<file path="config.mk">
export PLATFORM = sky130hd
export DESIGN_NAME = sdio_cis_tuple_parser
export DESIGN_NICKNAME = d
export VERILOG_FILES = /design/src/rtl/sdio_cis_pkg.sv /design/src/rtl/sdio_cis_tuple_parser.sv
export SDC_FILE = /design/constraint.sdc
export NUM_CORES = 1
export LEC_CHECK = 0
export ABC_AREA = 0
export BUFFER_PORTS_ARGS = -buffer_cell sky130_fd_sc_hd__buf_4
export CAP_MARGIN = 30
export CORE_MARGIN = 2
export CORE_UTILIZATION = 55
export DETAILED_ROUTE_END_ITERATION = 10
export HOLD_SLACK_MARGIN = 0.15
export MAX_ROUTING_LAYER = met4
export PLACE_DENSITY = 0.78
export SYNTH_ARGS = -nofsm -noshare
export SYNTH_HDL_FRONTEND = slang
export SYNTH_SLANG_ARGS = --single-unit
export TNS_END_PERCENT = 30
</file>
<file path="constraint.sdc">
create_clock -name clk_i -period 7.9 [get_ports clk_i]
set_input_delay 1.185 -clock clk_i [delete_from_list [all_inputs] [get_ports clk_i]]
set_output_delay 1.185 -clock clk_i [all_outputs]
set_load 0.05 [all_outputs]
</file>
<file path="src/rtl/sdio_cis_pkg.sv">
// Shared constants and lookup functions for the SDIO CIS tuple chain parser.
package sdio_cis_pkg;

  // Tuple codes
  localparam logic [7:0] CODE_NULL   = 8'h00;
  localparam logic [7:0] CODE_END    = 8'hff;
  localparam logic [7:0] CODE_VERS1  = 8'h15;
  localparam logic [7:0] CODE_MANFID = 8'h20;
  localparam logic [7:0] CODE_FUNCID = 8'h21;
  localparam logic [7:0] CODE_FUNCE  = 8'h22;

  // Extension tuple types
  localparam logic [7:0] EXT_COMMON   = 8'h00;
  localparam logic [7:0] EXT_FUNCTION = 8'h01;
  localparam logic [7:0] EXT_LAN_NODE = 8'h04;

  // Minimum tuple lengths
  localparam logic [7:0] MIN_VERS1     = 8'd3;
  localparam logic [7:0] MIN_MANFID    = 8'd4;
  localparam logic [7:0] MIN_FUNCID    = 8'd2;
  localparam logic [7:0] MIN_FUNCE     = 8'd1;
  localparam logic [7:0] MIN_COMMON    = 8'd4;
  localparam logic [7:0] MIN_LAN_NODE  = 8'd8;
  localparam logic [7:0] MIN_FUNC_V100 = 8'd28;
  localparam logic [7:0] MIN_FUNC_LATE = 8'd42;

  // Data byte positions kept outside the head word
  localparam logic [7:0] POS_BLK_LO = 8'd12;
  localparam logic [7:0] POS_BLK_HI = 8'd13;
  localparam logic [7:0] POS_TMO_LO = 8'd28;
  localparam logic [7:0] POS_TMO_HI = 8'd29;

  // Result status codes
  localparam logic [1:0] ST_OK    = 2'd0;
  localparam logic [1:0] ST_SHORT = 2'd1;
  localparam logic [1:0] ST_KIND  = 2'd2;

  // Register indexes
  localparam logic [1:0] REG_FUNCTION_CIS = 2'd0;
  localparam logic [1:0] REG_SDIO_VERSION = 2'd1;
  localparam logic [1:0] REG_DEFAULT_TMO  = 2'd2;

  localparam logic [15:0] DEFAULT_TMO_RESET = 16'd1000;

  // Speed value mantissa, in tenths
  function automatic logic [6:0] speed_mant(input logic [3:0] sel);
    logic [6:0] r;
    unique case (sel)
      4'd0:    r = 7'd0;
      4'd1:    r = 7'd10;
      4'd2:    r = 7'd12;
      4'd3:    r = 7'd13;
      4'd4:    r = 7'd15;
      4'd5:    r = 7'd20;
      4'd6:    r = 7'd25;
      4'd7:    r = 7'd30;
      4'd8:    r = 7'd35;
      4'd9:    r = 7'd40;
      4'd10:   r = 7'd45;
      4'd11:   r = 7'd50;
      4'd12:   r = 7'd55;
      4'd13:   r = 7'd60;
      4'd14:   r = 7'd70;
      default: r = 7'd80;
    endcase
    return r;
  endfunction

  // Speed unit multiplier; reserved units give zero
  function automatic logic [23:0] speed_mult(input logic [2:0] sel);
    logic [23:0] r;
    unique case (sel)
      3'd0:    r = 24'd10000;
      3'd1:    r = 24'd100000;
      3'd2:    r = 24'd1000000;
      3'd3:    r = 24'd10000000;
      default: r = 24'd0;
    endcase
    return r;
  endfunction

endpackage

</file>
<file path="src/rtl/sdio_cis_tuple_parser.sv">
// SDIO CIS tuple chain parser: per-byte tuple walk, capture and result register.
//
//  Channel  Direction  Handshake               Payload
//  in       sink       in_valid_i / in_stall_o cis_byte_i, chain_start_i
//  out      source     out_valid_o/out_stall_i status_o and six captured values
//  cfg      APB slave  psel/penable/pready     paddr, pwdata, prdata
//
//  One byte is taken per cycle while in_stall_o is low; the tuple state and
//  captures update at the accepting edge, as does the output register on a
//  chain end. The path is the tuple judge plus one 7x24 speed multiply.
//  Reset clears the parse state and valid flag and presets the config registers.
//  in_stall_o rises only while a held result is stalled downstream.
module sdio_cis_tuple_parser (
  input  logic        clk_i,
  input  logic        rst_ni,
  // byte requests
  input  logic        in_valid_i,
  output logic        in_stall_o,
  input  logic [7:0]  cis_byte_i,
  input  logic        chain_start_i,
  // result requests
  output logic        out_valid_o,
  input  logic        out_stall_i,
  output logic [1:0]  status_o,
  output logic [15:0] vendor_id_o,
  output logic [15:0] device_id_o,
  output logic [15:0] block_size_o,
  output logic [29:0] max_rate_o,
  output logic [15:0] max_block_size_o,
  output logic [19:0] enable_timeout_ms_o,
  // configuration
  input  logic        psel,
  input  logic        penable,
  input  logic        pwrite,
  input  logic [3:0]  paddr,
  input  logic [31:0] pwdata,
  output logic [31:0] prdata,
  output logic        pready
);

  localparam logic [1:0] PH_CODE = 2'd0;
  localparam logic [1:0] PH_LINK = 2'd1;
  localparam logic [1:0] PH_DATA = 2'd2;
  localparam logic [1:0] PH_DONE = 2'd3;

  // configuration registers
  logic        function_cis_q;
  logic [3:0]  sdio_version_q;
  logic [15:0] default_tmo_q;
  logic        cfg_wr;

  // parse state
  logic [1:0]       phase_q, phase_d;
  logic [7:0]       code_q, code_d;
  logic [7:0]       len_q, len_d;
  logic [7:0]       idx_q, idx_d;
  logic [3:0][7:0]  head_q, head_d;
  logic [15:0]      blk_q, blk_d;
  logic [15:0]      tmo_q, tmo_d;

  // captured values
  logic [15:0] vendor_q, vendor_d;
  logic [15:0] device_q, device_d;
  logic [15:0] bsize_q, bsize_d;
  logic [29:0] rate_q, rate_d;
  logic [15:0] mbsize_q, mbsize_d;
  logic [19:0] etmo_q, etmo_d;

  // result register
  logic        out_valid_q;
  logic [1:0]  status_q;

  logic        in_acc;
  logic [1:0]  phase_nx;
  logic        close_tuple;
  logic        end_mark;

  // judge outputs
  logic        jg_go;
  logic [1:0]  jg_status;
  logic        cap_manfid;
  logic        cap_common;
  logic        cap_func;
  logic [7:0]  need_func;
  logic [30:0] rate_prod;
  logic [19:0] tmo_x10;

  logic        emit;
  logic [1:0]  emit_status;

  assign in_stall_o = out_valid_q & out_stall_i;
  assign in_acc     = in_valid_i & ~in_stall_o;

  // ---------------------------------------------------------------------------
  // configuration port
  assign pready = 1'b1;
  assign cfg_wr = psel & penable & pwrite;

  always_ff @(posedge clk_i or negedge rst_ni) begin
    if (!rst_ni) begin
      function_cis_q <= 1'b0;
      sdio_version_q <= '0;
      default_tmo_q  <= sdio_cis_pkg::DEFAULT_TMO_RESET;
    end else if (cfg_wr) begin
      unique case (paddr[3:2])
        sdio_cis_pkg::REG_FUNCTION_CIS: function_cis_q <= pwdata[0];
        sdio_cis_pkg::REG_SDIO_VERSION: sdio_version_q <= pwdata[3:0];
        sdio_cis_pkg::REG_DEFAULT_TMO:  default_tmo_q  <= pwdata[15:0];
        default: ;
      endcase
    end
  end

  always_comb begin
    prdata = '0;
    if (paddr[1:0] == 2'd0) begin
      unique case (paddr[3:2])
        sdio_cis_pkg::REG_FUNCTION_CIS: prdata = {31'd0, function_cis_q};
        sdio_cis_pkg::REG_SDIO_VERSION: prdata = {28'd0, sdio_version_q};
        sdio_cis_pkg::REG_DEFAULT_TMO:  prdata = {16'd0, default_tmo_q};
        default:                        prdata = '0;
      endcase
    end
  end

  // ---------------------------------------------------------------------------
  // tuple walk: start clear, then one byte of progress
  always_comb begin
    phase_nx    = chain_start_i ? PH_CODE : phase_q;
    code_d      = chain_start_i ? 8'd0 : code_q;
    len_d       = chain_start_i ? 8'd0 : len_q;
    idx_d       = chain_start_i ? 8'd0 : idx_q;
    head_d      = chain_start_i ? '0 : head_q;
    blk_d       = chain_start_i ? 16'd0 : blk_q;
    tmo_d       = chain_start_i ? 16'd0 : tmo_q;
    close_tuple = 1'b0;
    end_mark    = 1'b0;

    unique case (phase_nx)
      PH_CODE: begin
        if (cis_byte_i == sdio_cis_pkg::CODE_END) begin
          end_mark = 1'b1;
        end else if (cis_byte_i != sdio_cis_pkg::CODE_NULL) begin
          code_d   = cis_byte_i;
          phase_nx = PH_LINK;
        end
      end
      PH_LINK: begin
        if (cis_byte_i == sdio_cis_pkg::CODE_END) begin
          end_mark = 1'b1;
        end else begin
          len_d  = cis_byte_i;
          idx_d  = 8'd0;
          head_d = '0;
          blk_d  = 16'd0;
          tmo_d  = 16'd0;
          if (cis_byte_i == 8'd0) begin
            close_tuple = 1'b1;
          end else begin
            phase_nx = PH_DATA;
          end
        end
      end
      PH_DATA: begin
        if (idx_d < 8'd4) begin
          head_d[idx_d[1:0]] = head_d[idx_d[1:0]] | cis_byte_i;
        end else if (idx_d == sdio_cis_pkg::POS_BLK_LO) begin
          blk_d[7:0] = cis_byte_i;
        end else if (idx_d == sdio_cis_pkg::POS_BLK_HI) begin
          blk_d[15:8] = cis_byte_i;
        end else if (idx_d == sdio_cis_pkg::POS_TMO_LO) begin
          tmo_d[7:0] = cis_byte_i;
        end else if (idx_d == sdio_cis_pkg::POS_TMO_HI) begin
          tmo_d[15:8] = cis_byte_i;
        end
        if (({1'b0, idx_d} + 9'd1) >= {1'b0, len_d}) begin
          close_tuple = 1'b1;
        end else begin
          idx_d = idx_d + 8'd1;
        end
      end
      default: ;
    endcase
  end

  // ---------------------------------------------------------------------------
  // tuple judge on the completed tuple
  assign rate_prod = {24'd0, sdio_cis_pkg::speed_mant(head_d[3][6:3])}
                   * {7'd0, sdio_cis_pkg::speed_mult(head_d[3][2:0])};
  assign tmo_x10   = {1'b0, tmo_d, 3'd0} + {3'd0, tmo_d, 1'b0};
  assign need_func = (sdio_version_q == 4'd0) ? sdio_cis_pkg::MIN_FUNC_V100
                                              : sdio_cis_pkg::MIN_FUNC_LATE;

  always_comb begin
    jg_go      = 1'b1;
    jg_status  = sdio_cis_pkg::ST_OK;
    cap_manfid = 1'b0;
    cap_common = 1'b0;
    cap_func   = 1'b0;
    unique case (code_d)
      sdio_cis_pkg::CODE_VERS1: begin
        if (len_d < sdio_cis_pkg::MIN_VERS1) begin
          jg_go     = 1'b0;
          jg_status = sdio_cis_pkg::ST_SHORT;
        end
      end
      sdio_cis_pkg::CODE_MANFID: begin
        if (len_d < sdio_cis_pkg::MIN_MANFID) begin
          jg_go     = 1'b0;
          jg_status = sdio_cis_pkg::ST_SHORT;
        end else begin
          cap_manfid = 1'b1;
        end
      end
      sdio_cis_pkg::CODE_FUNCID: begin
        if (len_d < sdio_cis_pkg::MIN_FUNCID) begin
          jg_go     = 1'b0;
          jg_status = sdio_cis_pkg::ST_SHORT;
        end
      end
      sdio_cis_pkg::CODE_FUNCE: begin
        priority if (len_d < sdio_cis_pkg::MIN_FUNCE) begin
          jg_go     = 1'b0;
          jg_status = sdio_cis_pkg::ST_SHORT;
        end else if (head_d[0] == sdio_cis_pkg::EXT_COMMON) begin
          priority if (len_d < sdio_cis_pkg::MIN_COMMON) begin
            jg_go     = 1'b0;
            jg_status = sdio_cis_pkg::ST_SHORT;
          end else if (function_cis_q) begin
            jg_go     = 1'b0;
            jg_status = sdio_cis_pkg::ST_KIND;
          end else begin
            cap_common = 1'b1;
          end
        end else if (head_d[0] == sdio_cis_pkg::EXT_FUNCTION) begin
          priority if (!function_cis_q) begin
            jg_go     = 1'b0;
            jg_status = sdio_cis_pkg::ST_KIND;
          end else if (len_d < need_func) begin
            jg_go     = 1'b0;
            jg_status = sdio_cis_pkg::ST_SHORT;
          end else begin
            cap_func = 1'b1;
          end
        end else if (head_d[0] == sdio_cis_pkg::EXT_LAN_NODE) begin
          if (len_d < sdio_cis_pkg::MIN_LAN_NODE) begin
            jg_go     = 1'b0;
            jg_status = sdio_cis_pkg::ST_SHORT;
          end
        end else begin
          jg_go = 1'b1;
        end
      end
      default: jg_go = 1'b1;
    endcase
  end

  // ---------------------------------------------------------------------------
  // captures, phase and result
  always_comb begin
    vendor_d    = chain_start_i ? 16'd0 : vendor_q;
    device_d    = chain_start_i ? 16'd0 : device_q;
    bsize_d     = chain_start_i ? 16'd0 : bsize_q;
    rate_d      = chain_start_i ? 30'd0 : rate_q;
    mbsize_d    = chain_start_i ? 16'd0 : mbsize_q;
    etmo_d      = chain_start_i ? 20'd0 : etmo_q;
    phase_d     = phase_nx;
    emit        = 1'b0;
    emit_status = sdio_cis_pkg::ST_OK;

    if (end_mark) begin
      phase_d = PH_DONE;
      emit    = 1'b1;
    end else if (close_tuple) begin
      if (jg_go) begin
        phase_d = PH_CODE;
        if (cap_manfid) begin
          vendor_d = {head_d[1], head_d[0]};
          device_d = {head_d[3], head_d[2]};
        end
        if (cap_common) begin
          bsize_d = {head_d[2], head_d[1]};
          rate_d  = rate_prod[29:0];
        end
        if (cap_func) begin
          mbsize_d = blk_d;
          etmo_d   = (sdio_version_q == 4'd0) ? {4'd0, default_tmo_q} : tmo_x10;
        end
      end else begin
        phase_d     = PH_DONE;
        emit        = 1'b1;
        emit_status = jg_status;
      end
    end
  end

  always_ff @(posedge clk_i or negedge rst_ni) begin
    if (!rst_ni) begin
      phase_q  <= PH_CODE;
      code_q   <= '0;
      len_q    <= '0;
      idx_q    <= '0;
      head_q   <= '0;
      blk_q    <= '0;
      tmo_q    <= '0;
      vendor_q <= '0;
      device_q <= '0;
      bsize_q  <= '0;
      rate_q   <= '0;
      mbsize_q <= '0;
      etmo_q   <= '0;
    end else if (in_acc) begin
      phase_q  <= phase_d;
      code_q   <= code_d;
      len_q    <= len_d;
      idx_q    <= idx_d;
      head_q   <= head_d;
      blk_q    <= blk_d;
      tmo_q    <= tmo_d;
      vendor_q <= vendor_d;
      device_q <= device_d;
      bsize_q  <= bsize_d;
      rate_q   <= rate_d;
      mbsize_q <= mbsize_d;
      etmo_q   <= etmo_d;
    end
  end

  always_ff @(posedge clk_i or negedge rst_ni) begin
    if (!rst_ni) begin
      out_valid_q <= 1'b0;
    end else if (in_acc && emit) begin
      out_valid_q <= 1'b1;
    end else if (!out_stall_i) begin
      out_valid_q <= 1'b0;
    end
  end

  always_ff @(posedge clk_i) begin
    if (in_acc && emit) begin
      status_q            <= emit_status;
      vendor_id_o         <= vendor_d;
      device_id_o         <= device_d;
      block_size_o        <= bsize_d;
      max_rate_o          <= rate_d;
      max_block_size_o    <= mbsize_d;
      enable_timeout_ms_o <= etmo_d;
    end
  end

  assign out_valid_o = out_valid_q;
  assign status_o    = status_q;

  // ---------------------------------------------------------------------------
  a_emit_done: assert property (@(posedge clk_i) disable iff (!rst_ni)
    (in_acc && emit) |=> (phase_q == PH_DONE))
    else $error("result issued without chain ending");

  a_status_range: assert property (@(posedge clk_i) disable iff (!rst_ni)
    out_valid_o |-> (status_o != 2'd3))
    else $error("undefined status code");

  a_idx_in_tuple: assert property (@(posedge clk_i) disable iff (!rst_ni)
    (phase_q == PH_DATA) |-> (idx_q < len_q))
    else $error("data index past tuple length");

  a_done_quiet: assert property (@(posedge clk_i) disable iff (!rst_ni)
    (in_acc && !chain_start_i && phase_q == PH_DONE) |-> !emit)
    else $error("result after chain end");

endmodule
</file>
Yosys cells after proc, flatten, opt, wreduce, memory -nomap -nowiden

Memories as Yosys holds them, arrays and structs flattened.
Cells that the tools add are included.

ROM bits: 112
Logic and storage cells: 208
Memories: 1
Register bits: 342

Multiply operators: 1
Reductions and logical operators: 15
Magnitude comparators: 10
Bitwise operators: 7
Eq/ne operators: 19
Multiplexer cells: 125
Add/sub/neg operators: 3

Memories:

| memory           | words | bits a word | rd ports | clocked after memory_dff | wr ports | line               | source |
|---|---|---|---|---|---|---|---|
| (name not given) | 16    | 7           | 1        | 0                        | 0        | sdio_cis_pkg.sv:48 | `unique case (sel)` |

Operators with widths:

| operator            | number |
|---|---|
| $mux 16             | 29 |
| $mux 30             | 5 |
| $mux 8              | 18 |
| $mux 20             | 6 |
| $mux 32             | 3 |
| $pmux 24 s4         | 1 |
| $pmux 16 s2         | 2 |
| $pmux 32 s2         | 1 |
| $pmux 16 s3         | 1 |
| $mux 1              | 36 |
| $bwmux 32           | 1 |
| $mul 7x24->30       | 1 |
| $mux 2              | 14 |
| $eq 8x5->1 const B  | 3 |
| $eq 8x6->1 const B  | 3 |
| $add 19x17->20      | 1 |
| $bmux 8 s2          | 1 |
| $demux 8 s2         | 1 |
| $eq 8x4->1 const B  | 2 |
| $logic_not 8->1     | 2 |
| $lt 8x2->1 const B  | 2 |
| $lt 8x3->1 const B  | 2 |
| $pmux 8 s2          | 1 |
| $add 8x1->9 const B | 1 |
| other kinds (31)    | 43 |

Depth between registers and ports, before layout

Depth in word-level cells: 19
Mapped depth: 36
Mapped depth without buffers: 32

Worst setup path after synthesis

No wires, ideal clock.

Path kind: input to register
From: in chain_start_i
To: reg block_size_o[0] (enable)
Stages on the path: 18
Setup slack: -2,106 ps
Arrival time: 9,414 ps
Data required time: 7,308 ps
Cells stage by stage: buf_2 -> buf_2 -> buf_1 -> clkbuf_1 -> clkbuf_1 -> nor2b_1 -> ha_1 -> inv_1 -> ha_1 -> and4_1 -> a41oi_1 -> o221ai_1 -> nand2_1 -> a31o_2 -> a211o_1 -> a211oi_1 -> a21oi_1 -> nor2_1

Longest elaborated chain between the ends: 18
Elaborated cells between the ends (all ways): 61
Those cells by class: add/sub (1); order compare (10); eq/ne (8); mux (36); bitwise (1); reduce/logical (5)

Ends and longest elaborated chain:

| element                                                               | line                         | source |
|---|---|---|
| from (decl)                                                           | sdio_cis_tuple_parser.sv:20  | `input logic chain_start_i,` |
| $mux 8                                                                | sdio_cis_tuple_parser.sv:132 | `idx_d = chain_start_i ? 8'd0 : idx_q;` |
| $lt 2x3->1 (not written as such) / $ge 2x1->1 (equally long branches) | sdio_cis_tuple_parser.sv:166 | `head_d[idx_d[1:0]] = head_d[idx_d[1:0]] \| cis_byte_i;` |
| $logic_and 1x1->1 (not written as such)                               | sdio_cis_tuple_parser.sv:166 |  |
| $mux 8 (not written as such)                                          | sdio_cis_tuple_parser.sv:166 |  |
| $demux 8 s2                                                           | sdio_cis_tuple_parser.sv:166 |  |
| $bwmux 32                                                             | sdio_cis_tuple_parser.sv:166 |  |
| $mux 32                                                               | sdio_cis_tuple_parser.sv:165 | `if (idx_d < 8'd4) begin` |
| $pmux 32 s2                                                           | sdio_cis_tuple_parser.sv:139 | `unique case (phase_nx)` |
| [2 not listed]                                                        | --                           |  |
| $mux 1                                                                | sdio_cis_tuple_parser.sv:235 | `end else if (head_d[0] == sdio_cis_pkg::EXT_FUNCTION) begin` |
| $mux 1                                                                | sdio_cis_tuple_parser.sv:225 | `end else if (head_d[0] == sdio_cis_pkg::EXT_COMMON) begin` |
| $mux 1                                                                | sdio_cis_tuple_parser.sv:222 | `priority if (len_d < sdio_cis_pkg::MIN_FUNCE) begin` |
| $pmux 1 s4                                                            | sdio_cis_tuple_parser.sv:200 | `unique case (code_d)` |
| $mux 1                                                                | sdio_cis_tuple_parser.sv:275 | `if (jg_go) begin` |
| $mux 1                                                                | sdio_cis_tuple_parser.sv:274 | `end else if (close_tuple) begin` |
| $mux 1 (*)                                                            | sdio_cis_tuple_parser.sv:271 | `if (end_mark) begin` |
| $logic_and 1x1->1 (*)                                                 | sdio_cis_tuple_parser.sv:340 | `if (in_acc && emit) begin` |
| to (signal assigned)                                                  | sdio_cis_tuple_parser.sv:344 | `block_size_o <= bsize_d;` |
| to (decl)                                                             | sdio_cis_tuple_parser.sv:27  | `output logic [15:0] block_size_o,` |

Every way passes the cells marked *; elsewhere a longest branch is shown, timed or not. The select of a mux whose other input is x is not followed.
A chain may end at the register's enable or synchronous reset.

==> impl_metrics.yaml <==
worst_setup_path:
  path_buf_inv: 8
  slowest_delay_ns: 0.56
  critical-path-top-delay-family: "adder cells"
  cp-end-kind: "flip-flop"
  critPathMostFrequentCell: "inv_1"
  path_class: "primary input to flip-flop"
  critical_path_arrival_ns: 7.85
  crit_fanout: 4
  crit_slowest_cell: "fa_1"
  cp-start-kind: "primary input"
  required_ns: 8.15
synth:
  syn_area_um2: 20500
  synth_edf_count: 116
  yosysWarnings: 0
  yosysTopAreaCell: "dfrtp_1"
  synth_top_cells_by_count: "252 x o21ai_0, 220 x dfrtp_1, 189 x nand2_1"
  async_flop_share: 0.661
  syn_avg_cell_area_um2: 9.94
  ys_seq_area_frac: 0.445
  ys.flop_type: "dfrtp_1"
  synthTopCellsByArea: "dfrtp_1 27%, edfxtp_1 17%, fa_1 6.9%"
  synth_top_area_frac: 0.268
  synth_cell_type_count: 81
  synth_most_common_cell: "o21ai_0"
  ys_ff_latch: 342
  synth_cells: 2066
sta:
  min_period_ns: 7.59
  tightestPinTransition_ns: 0.978
  hold_viol: 0
  setup_slack_ns: 0.306
  finalSetupViolCount: 0
  worst_clock_skew_ns: 0.0171
  clock.fmax_mhz: 132
  slew_headroom: 0.343
  finalMaxSlewViolations: 0
  min_period_over_period: 0.961
floorplan:
  coreArea_um2: 36700
  die_h_um: 197
  dieArea_um2: 38900
  io-pin-count: 203
  start_util: 0.560
  std_cell_rows: 70
  chipWidth_um: 197
routing:
  drtIter0Drc: 1689
  wl_met1_mm: 25.6
  drt-total-wl_mm: 57.8
  vias: 17000
  maxUsedRoutingLayer: "met4"
  vias_per_cell: 6.07
  wire_per_inst_um: 20.6
  dr.pass1.iters: 6
  wl_met2_mm: 26.2
  ant_nets: 0
  drc: 0
  met3RoutedLength_mm: 4.43
clock_network:
  clock_path_buffers: 3
  cts-hold-fix-buffers: 0
  cts_max_level: 2
  cts_tree: "done"
  cts_root_buffer: "clkbuf_16"
  tritoncts.num_buffers: 38
  cts.sinks: 342
  clk_latency_ns: 0.55
  clk_pin_slew_worst_paths_ns: 0.06
placement:
  place.gp.congestion: 0.968
  dp_hpwl_mm: 41.2
  dpl_worst_slack_ns: -0.238
  io_buffers: 169
power:
  p_per_area_nw_per_um2: 174
  leakage_nw: 11.0
  ir_worst_vdd_v: 0.000153
  finalPower_mw: 4.27
run_status:
  outcome: "completed"
cells_and_area:
  drive_gt1_frac: 0.213
  area_growth_syn_to_layout_pct: 19.3
  nets: 2521
grt:
  grtUsageTotal: 0.310
  antenna_found_initial: 1
  grt_max_degree: 108
  grt_pass1_wl_mm: 92.1
  grt_pass1_vias: 16600
  grt.overflow.total: 0
flow_run:
  cap_viol_max_count: 0
worst_hold_path:
  hp-class: "flip-flop to flip-flop"
[power breakdown]
group / leakage, nW / total, mW / switching (mW) / internal, mW
registers: 4.04 / 1.93 / 0.0471 / 1.88
logic: 6.36 / 0.542 / 0.352 / 0.189
clock network: 0.612 / 1.80 / 0.737 / 1.07
[logic make-up (layout without fill, tap and decap cells)]
| group | count (synthesis) | count (layout) | share of synthesized area |
|---|---|---|---|
| AND/OR/NAND/NOR | 617 | 617 | 0.145 |
| XOR/XNOR | 38 | 38 | 0.0162 |
| AO/OA/AOI/OAI | 559 | 559 | 0.173 |
| other | 2 | 19 | 0.000366 |
| multiplexers | 67 | 67 | 0.0407 |
| buffers and inverters | 282 | 540 | 0.0567 |
| flip-flops | 342 | 342 | 0.445 |
| adder cells (fa/ha/maj) | 159 | 159 | 0.123 |
[per-stage QoR]
step | instance area (um^2) | hold slack, ns | utilization | setup TNS [ns] | std cells
5_1_grt | 24500 | 0.491 | 0.668 | -0.00869 | 2809
3_5_place_dp | 23200 | 0.455 | 0.632 | -1.38 | 2736
6_report | 24500 | 0.464 | 0.668 | 0 | 2809
4_1_cts | 24400 | 0.469 | 0.666 | 0 | 2805
3_3_place_gp | 23100 | 0.450 | 0.630 | -0.156 | 2732
2_1_floorplan | 20700 | 0.438 | - | 0 | 2081
[worst register-to-register path: cells and delay by family (launching register included)]
family                   cells  cell delay (ns)
adder cells (fa/ha/maj)      6             2.64
buffers and inverters        5             0.49
AND/OR/NAND/NOR              6             1.28
XOR/XNOR                     1             0.25
AO/OA/AOI/OAI               11             2.12
flip-flops                   1             0.44
[path summary, 6_finish.rpt]
kind | from | end | slack (ns) | cells past startpoint
worst max register to register | idx_q[5]$_DFFE_PN0P_ | max_rate_o[28]$_DFFE_PP_ | 0.41 | 29
worst min register to register | vendor_q[6]$_DFFE_PN0P_ | vendor_q[6]$_DFFE_PN0P_ | 0.46 | 2
worst min-delay path | vendor_q[6]$_DFFE_PN0P_ | vendor_q[6]$_DFFE_PN0P_ | 0.46 | 2
worst max-delay path | chain_start_i | max_rate_o[28]$_DFFE_PP_ | 0.31 | 33
min in group asynchronous | rst_ni | device_q[15]$_DFFE_PN0P_ | 0.69 | 1
max in group asynchronous | rst_ni | mbsize_q[11]$_DFFE_PN0P_ | 5.84 | 2
[sequential cells by signal (all words and copies together), names as in the netlist, 20 cells and up]
register / cells
etmo_q: 20
max_rate_o: 30
enable_timeout_ms_o: 20
head_q: 32
rate_q: 30
[area by class of cell]
cell class	instances	area [um^2]
multi-input cells	1457	10400
clock buffers	48	1040
diodes	2	5.00
well taps	468	586
fillers	2824	12200
clock inverters	21	214
inverters	140	527
flip-flops and latches	342	9150
repair buffers	331	2530
[per-layer routing]
metal | global-route usage | up-vias
met5 | - | -
met4 | 0.0919 | 0
met3 | 0.0444 | 114
met2 | 0.471 | 725
met1 | 0.438 | 8348
li1 | - | 7850
[cells in the final DEF, fill, tap and decap left out, drive strengths merged, types with 7 or more instances in the layout]
cell,n
a22o,25
nor3,29
mux4,8
buf,330
and2,25
a31oi,11
o21bai,7
o2bb2ai,37
a21oi,62
or4,7
mux2,52
nor2,104
o21a,7
a22oi,40
clkinv,14
a21o,18
and3,18
clkbuf,49
a32o,13
mux2i,7
fa,71
dfrtp,220
conb,17
inv,141
nand3,162
or3,15
nor2b,25
nand2,189
o21ai,264
nand2b,14
xor2,18
a32oi,10
o31ai,10
edfxtp,116
xnor2,20
ha,88
[what timing repair did]
item	in CTS	in global routing
resized for setup	0	6
setup buffers	0	1
setup endpoints to repair	0	8
(Power assumes the default switching activity.)
